[src/hdl/escape_time_fractal_iterator_assert.svh]
// assertion macros for the escape time fractal iterator
`ifndef ESCAPE_TIME_FRACTAL_ITERATOR_ASSERT_SVH
`define ESCAPE_TIME_FRACTAL_ITERATOR_ASSERT_SVH
`ifndef SYNTHESIS
`define ETI_ASSERT(lbl, prop) \
    lbl: assert property (@(posedge clk) disable iff (!rst_n) prop) \
        else $error("eti property violated");
`define ETI_CHECK(lbl, expr) \
    lbl: assert property (@(posedge clk) disable iff (!rst_n) (expr)) \
        else $error("eti invariant violated");
`else
`define ETI_ASSERT(lbl, prop)
`define ETI_CHECK(lbl, expr)
`endif
`endif

[src/hdl/eti_pkg.sv]
// ----------------------------------------------------------------------------
// eti_pkg
// shared types and codes of the escape time fractal iterator
// ----------------------------------------------------------------------------
package eti_pkg;

    localparam int CNT_W = 16;
    localparam int TAG_W = 2;

    localparam logic [2:0] VAR_MANDELBROT = 3'd0;
    localparam logic [2:0] VAR_TRICORN    = 3'd1;
    localparam logic [2:0] VAR_JULIA      = 3'd2;
    localparam logic [2:0] VAR_BURNING    = 3'd3;
    localparam logic [2:0] VAR_CELTIC     = 3'd4;
    localparam logic [2:0] VAR_BUFFALO    = 3'd5;

    localparam logic [1:0] REG_VARIANT  = 2'd0;
    localparam logic [1:0] REG_LIMIT    = 2'd1;
    localparam logic [1:0] REG_JULIA_RE = 2'd2;
    localparam logic [1:0] REG_JULIA_IM = 2'd3;

    typedef struct packed {
        logic             valid;
        logic             done;
        logic             stop;
        logic [TAG_W-1:0] tag;
        logic [CNT_W-1:0] count;
    } slot_ctrl_t;

endpackage

[src/hdl/eti_mix_stage.sv]
// ----------------------------------------------------------------------------
// eti_mix_stage
// escape test and variant folding of the real and imaginary terms
// ----------------------------------------------------------------------------
module eti_mix_stage #(
    parameter int FRAC_BITS = 28,
    parameter int IW        = 35,
    parameter int MW        = 30
) (
    input  logic                    clk,
    input  logic                    rst_n,
    input  logic [2:0]              variant,
    input  eti_pkg::slot_ctrl_t     ctrl_in,
    input  logic signed [2*MW-1:0]  xx_prod,
    input  logic signed [2*MW-1:0]  yy_prod,
    input  logic signed [2*MW-1:0]  xy_prod,
    input  logic signed [IW-1:0]    cr_in,
    input  logic signed [IW-1:0]    ci_in,
    output eti_pkg::slot_ctrl_t     ctrl_reg,
    output logic signed [IW-1:0]    re_reg,
    output logic signed [2*MW-1:0]  pq_reg,
    output logic signed [IW-1:0]    cr_reg,
    output logic signed [IW-1:0]    ci_reg
);

    localparam logic signed [IW-1:0] FOUR = IW'(4) <<< FRAC_BITS;

    logic signed [2*MW-1:0] xxs;
    logic signed [2*MW-1:0] yys;
    logic signed [IW-1:0]   xx;
    logic signed [IW-1:0]   yy;
    logic signed [IW-1:0]   re;
    logic signed [2*MW-1:0] pq;
    logic                   abs_im;
    logic                   abs_re;
    logic                   conj;
    eti_pkg::slot_ctrl_t    ctrl_next;

    always_comb
    begin
        abs_im = (variant == eti_pkg::VAR_BURNING) || (variant == eti_pkg::VAR_BUFFALO);
        abs_re = (variant == eti_pkg::VAR_CELTIC) || (variant == eti_pkg::VAR_BUFFALO);
        conj   = (variant == eti_pkg::VAR_TRICORN);
        xxs = xx_prod >>> FRAC_BITS;
        yys = yy_prod >>> FRAC_BITS;
        xx  = xxs[IW-1:0];
        yy  = yys[IW-1:0];
        re  = xx - yy;
        if (abs_re && re < 0)
        begin
            re = -re;
        end
        pq = xy_prod;
        if (conj || (abs_im && xy_prod < 0))
        begin
            pq = -xy_prod;
        end
        ctrl_next = ctrl_in;
        ctrl_next.stop = ctrl_in.stop || ((xx + yy) >= FOUR);
    end

    always_ff @(posedge clk or negedge rst_n)
    begin
        if (!rst_n)
        begin
            ctrl_reg <= '0;
        end
        else
        begin
            ctrl_reg <= ctrl_next;
        end
    end

    always_ff @(posedge clk)
    begin
        re_reg <= re;
        pq_reg <= pq;
        cr_reg <= cr_in;
        ci_reg <= ci_in;
    end

endmodule
[config.mk]
export PLATFORM = sky130hd
export DESIGN_NAME = eti_mix_stage
export DESIGN_NICKNAME = d
export VERILOG_FILES = /design/src/hdl/escape_time_fractal_iterator_assert.svh /design/src/hdl/eti_pkg.sv /design/src/hdl/eti_mix_stage.sv
export SDC_FILE = /design/constraint.sdc
export NUM_CORES = 1
export LEC_CHECK = 0
export BUFFER_PORTS_ARGS = -buffer_cell sky130_fd_sc_hd__buf_2
export CORE_AREA = 5 5 178 180
export CTS_BUF_LIST = sky130_fd_sc_hd__clkbuf_8
export DETAILED_ROUTE_END_ITERATION = 8
export DIE_AREA = 0 0 183 185
export GPL_TIMING_DRIVEN = 0
export SYNTH_ARGS = -nofsm -noshare
export SYNTH_HDL_FRONTEND = slang
export SYNTH_SLANG_ARGS = --single-unit
[constraint.sdc]
create_clock -name clk -period 1.03 [get_ports clk]
set_input_delay 0.206 -clock clk [delete_from_list [all_inputs] [get_ports clk]]
set_output_delay 0.206 -clock clk [all_outputs]
set_load 0.005 [all_outputs]
=== Yosys cells after proc, flatten, opt, wreduce, memory -nomap -nowiden ===
Cells that the tools add are included.

* Bits in registers: 186
* Input bits: 276

* Order comparisons: 3
* Equality and inequality tests: 4
* Add/sub/neg operators: 4
* Muxes and demuxes: 2
* Reduce and logical (&&, ||, !) cells: 6

{| class="wikitable"
|+ Operator list
! cell !! count
|-
| 60-bit by 1-bit less-than comparator with 1-bit output (second input constant) || 1
|-
| 60-bit two-way mux || 1
|-
| 60-bit negation || 1
|-
| 35-bit two-way mux || 1
|-
| 33-bit negation with 35-bit output || 1
|-
| 32-bit by 32-bit adder with 33-bit output || 1
|-
| 33-bit by 32-bit greater-or-equal comparator with 1-bit output (second input constant) || 1
|-
| 33-bit by 1-bit less-than comparator with 1-bit output (second input constant) || 1
|-
| 32-bit by 32-bit subtractor with 33-bit output || 1
|-
| 3-bit == test (second input constant) || 2
|-
| 1-bit logical OR || 4
|-
| 3-bit by 1-bit == test with 1-bit output (second input constant) || 1
|-
| 3-bit by 2-bit == test with 1-bit output (second input constant) || 1
|-
| 1-bit logical AND || 2
|}

=== Depth between registers and ports, before layout ===
* Word-level depth: 5
* Depth in mapped cells: 14
* Mapped depth without buffers: 13

=== Least setup slack after synthesis ===
OpenSTA, ideal clock, no wires.

* Kind: input -> register
* Start: input xx_prod[28]
* End: register re_reg[24]
* Arrival: 3499 ps
* Required time: 958 ps
* Buffers on the path: 1
* Path slack: -2541 ps
* Setup time: 72 ps
* Stages on the path: 14
* Path through: inv_1 ha_1 fa_1 nand2b_1 a21o_2 a211oi_1 a211o_1 xor2_1 or3_1 or4_1 buf_2 or4_4 o41ai_2 xnor2_1

* Cells in the longest elaborated chain, start to end: 4
* Elaborated cells on any way between the ends: 5
* Classes of those cells: add/sub: 2; order compare: 1; mux: 1; reduce/logical: 1

{| class="wikitable"
|+ RTL lines
! element !! line !! text
|-
| from (decl) || eti_mix_stage.sv:14 || <nowiki>input logic signed [2*MW-1:0] xx_prod,</nowiki>
|-
| 32-bit by 32-bit subtractor with 33-bit output * || eti_mix_stage.sv:48 || <nowiki>re = xx - yy;</nowiki>
|-
| 33-bit by 1-bit less-than comparator with 1-bit output || eti_mix_stage.sv:49 || <nowiki>if (abs_re && re < 0)</nowiki>
|-
| 1-bit logical AND || eti_mix_stage.sv:49 ||
|-
| 35-bit two-way mux * || eti_mix_stage.sv:49 ||
|-
| via re[24] || eti_mix_stage.sv:32 || <nowiki>logic signed [IW-1:0] re;</nowiki>
|-
| to (signal assigned) || eti_mix_stage.sv:76 || <nowiki>re_reg <= re;</nowiki>
|-
| to (decl) || eti_mix_stage.sv:20 || <nowiki>output logic signed [IW-1:0] re_reg,</nowiki>
|}

The timed path passes the listed nets; every way through them passes the cells marked *.

=== Worst setup path after layout ===
Same ends and word-level chain as after synthesis.

==> results_dict.tcl <==
set metrics [dict create \
    yosys_warnings 0 \
    synth_cell_types 61 \
    ys_ff_latch 186 \
    portBuffers 405 \
    failed_checks "negative setup slack" \
    period_share_pct 292 \
    rsz0062_at_grt "yes" \
    die_area_um2 33900 \
    grt_max_degree 22 \
    num_io_pins 462 \
    chipWidth_um 183 \
    num_vias 9276 \
    multi_input_area_um2 5960 \
    cp_common_cell "or4_4" \
    dr.first_iter.drc_count 470 \
    timing.fmax_ghz 0.333 \
    synth_edf_count 0 \
    vias_per_cell 4.67 \
    drc 0 \
    floorplan.rows 64 \
    post-route-min-period_ps 3000 \
    hold_class "input pin to flop" \
    hpwl_um 25800 \
    cts-buffers-inserted 17 \
    cts-htree-levels 4 \
    path_buf_inv 2 \
    path_cells "buf_8 > inv_8 > ha_4 > fa_2 > nand2b_4 > a21o_4 > a211oi_2 > a211o_1 > xor2_2 > or3_4 > or4_4 > or4_4 > o41ai_4 > xnor2_1" \
    cts.path.max_buffers 2 \
    synth_top_area_cell "dfxtp_1" \
    critical_path.top_delay_family "simple AND/OR/NAND/NOR gates" \
    regArea_um2 3930 \
    critical_path_class "input pin to flop" \
    grt_pass1_vias 9551 \
    dp.cells 1733 \
    wl_met1_um 13500 \
    layout-drive-gt1-share_pct 51.4 \
    root_buffer "clkbuf_8" \
    dpl_worst_slack_ps -2970 \
    antenna_found_initial 8 \
    wire_per_inst_um 18.4 \
    die_h_um 185 \
    drt_wl_total_um 36400 \
    nets 1910 \
    antenna_left 0 \
    clkTransAtPathRegs_ps 110 \
    grt_pass1_wl_um 52400 \
    gp_congestion 0.870 \
    pwr_density_cell_nw_per_um2 1240 \
    cellLeakagePower_nw 7.11 \
    fillerInstances 2560 \
    cts_sinks 186 \
    yosysSeqAreaShare_pct 43.9 \
    status "complete, but fails checks" \
    yosysTopAreaCellShare_pct 37.9 \
    wl_met2_um 19200 \
    syn_area_per_cell_um2 9.35 \
    largest_register_ffs 60 \
    vdd_ir_drop_max_mv 0.781 \
    async_flop_share_pct 11.3 \
    netlist_area_um2 8710 \
    syn_nets 1276 \
    finalHoldViolCount 0 \
    gr-total-overflow 0 \
    crit_required_ps 1400 \
    fin_ws_ps -1970 \
    areaGrowthSynthToFinish_pct 84.1 \
    critPathArrivalTime_ps 3370 \
    syn-instance-count 932 \
    setup_viol 268 \
    worstSetupStartpointType "input pin" \
    final_cells 1985 \
    initial_core_util_pct 29.0 \
    worstMarginPinSlew_ps 698 \
    report.final.slew_viol_count 0 \
    yosys_most_used_dff "dfxtp_1" \
    whs_ps 50.1 \
    top_layer "met4" \
    firstDrtPassIters 5 \
    grt_util_all_layers_pct 19.7 \
    dr_wl_met3_um 2160 \
    end_kind "flop" \
    cpPeakStageDelay_ps 550 \
    cap_violations 0 \
    slew-limit-headroom_pct 53.1 \
    worst-path-max-fanout 4 \
    design.core.area_um2 30000 \
    total_power_mw 19.9 \
    synth_area_leaders "dfxtp_1, ha_1, xnor2_1" \
    cts_tree "done" \
    crit_slowest_cell "or4_4" \
]
[layout by cell type, fill, tap and decap left out, types with 9 or more instances in the layout]
master           n
a21oi_2         26
o21ai_0         21
dfxtp_1         88
o21bai_1        11
diode_2         10
nor3_1          13
nand2_1         45
a21oi_1         43
buf_2          323
clkbuf_8        25
inv_1           45
o21ai_1         10
nor2_1          63
dfxtp_2         77
dlygate4sd3_1  149
buf_4           44
buf_6          108
ha_1            48
xnor2_2         10
xnor2_1         68
nand2b_1        13
dfrtp_1         21
ha_4            12
nand4_1          9
o21ai_2         15
xor2_1          33
o31ai_4         10
[final cells by class]
class,instances,share of cell area [%]
Timing Repair Buffer,626,29.7
Tap cell,396,3.09
Antenna cell,10,0.156
Clock buffer,18,1.54
Clock inverter,14,0.850
Inverter,56,1.53
Sequential cell,186,24.5
Buffer,25,1.50
Multi-Input combinational cell,654,37.2
[path summary, 6_finish.rpt]
kind	to	cells past startpoint	startpoint
max in group asynchronous	ctrl_reg[19]	2	rst_n
worst max-delay path	re_reg[24]	14	xx_prod[28]
worst min-delay path	pq_reg[29]	3	xy_prod[28]
min in group asynchronous	ctrl_reg[6]	2	rst_n
[through the flow]
step / cell area (um^2) / util [%] / TNS, ps
2_1_floorplan: 9440 / - / -103080
3_5_place_dp: 12000 / 39.8 / -142490
3_3_place_gp: 12000 / 39.8 / -141330
5_1_grt: 16000 / 53.4 / -141030
4_1_cts: 15400 / 51.1 / -122880
6_report: 16000 / 53.4 / -124240
[synthesized netlist by cell type (all sizes together) (11+ instances only)]
cell type and instances:
nor2 75, o21ai 53, nand2b 16, xor2 39, ha 66, dfxtp 165, a31oi 12, nor4 11
nand2 56, clkbuf 27, o31ai 14, a21oi 76, dfrtp 21, o21bai 11, inv 56, xnor2 79
nor3 22
[worst min-delay path, cell delays in order]
cell,delay (ps)
buf_6,100
o21ai_2,60
xnor2_1,110
[per-layer routing]
layer  up-vias  global-route usage [%]
met5         -                       0
met4         0                    9.48
met3        81                    3.87
met2       360                    36.4
met1      4356                    21.6
li1       4479                       -
[logic make-up after synthesis]
| logic type | after synthesis | synth area share, % |
|---|---|---|
| AND/OR/NAND/NOR | 248 | 14.1 |
| AO/OA/AOI/OAI | 216 | 15.5 |
| flip-flops | 186 | 43.9 |
| XOR/XNOR | 118 | 11.9 |
| buffers and inverters | 92 | 4.24 |
| adder cells (fa/ha/maj) | 68 | 9.94 |
| multiplexers | 4 | 0.474 |
[timing repair]
action	4_1_cts	5_1_grt
gates resized for setup	256	132
setup buffers	53	18
hold buffers	149	0
setup endpoints to repair	268	269
pin swaps	71	44
endpoints found under the hold margin	169	0
cloned	3	0
[where the power goes]
| group | total [mW] | internal, mW | switching (mW) |
|---|---|---|---|
| logic | 6.68 | 3.38 | 3.30 |
| registers | 8.44 | 8.13 | 0.319 |
| clock network | 4.80 | 2.02 | 2.77 |
| total | 19.9 | 13.5 | 6.39 |
Note: power is estimated with default switching activity, not from simulation.
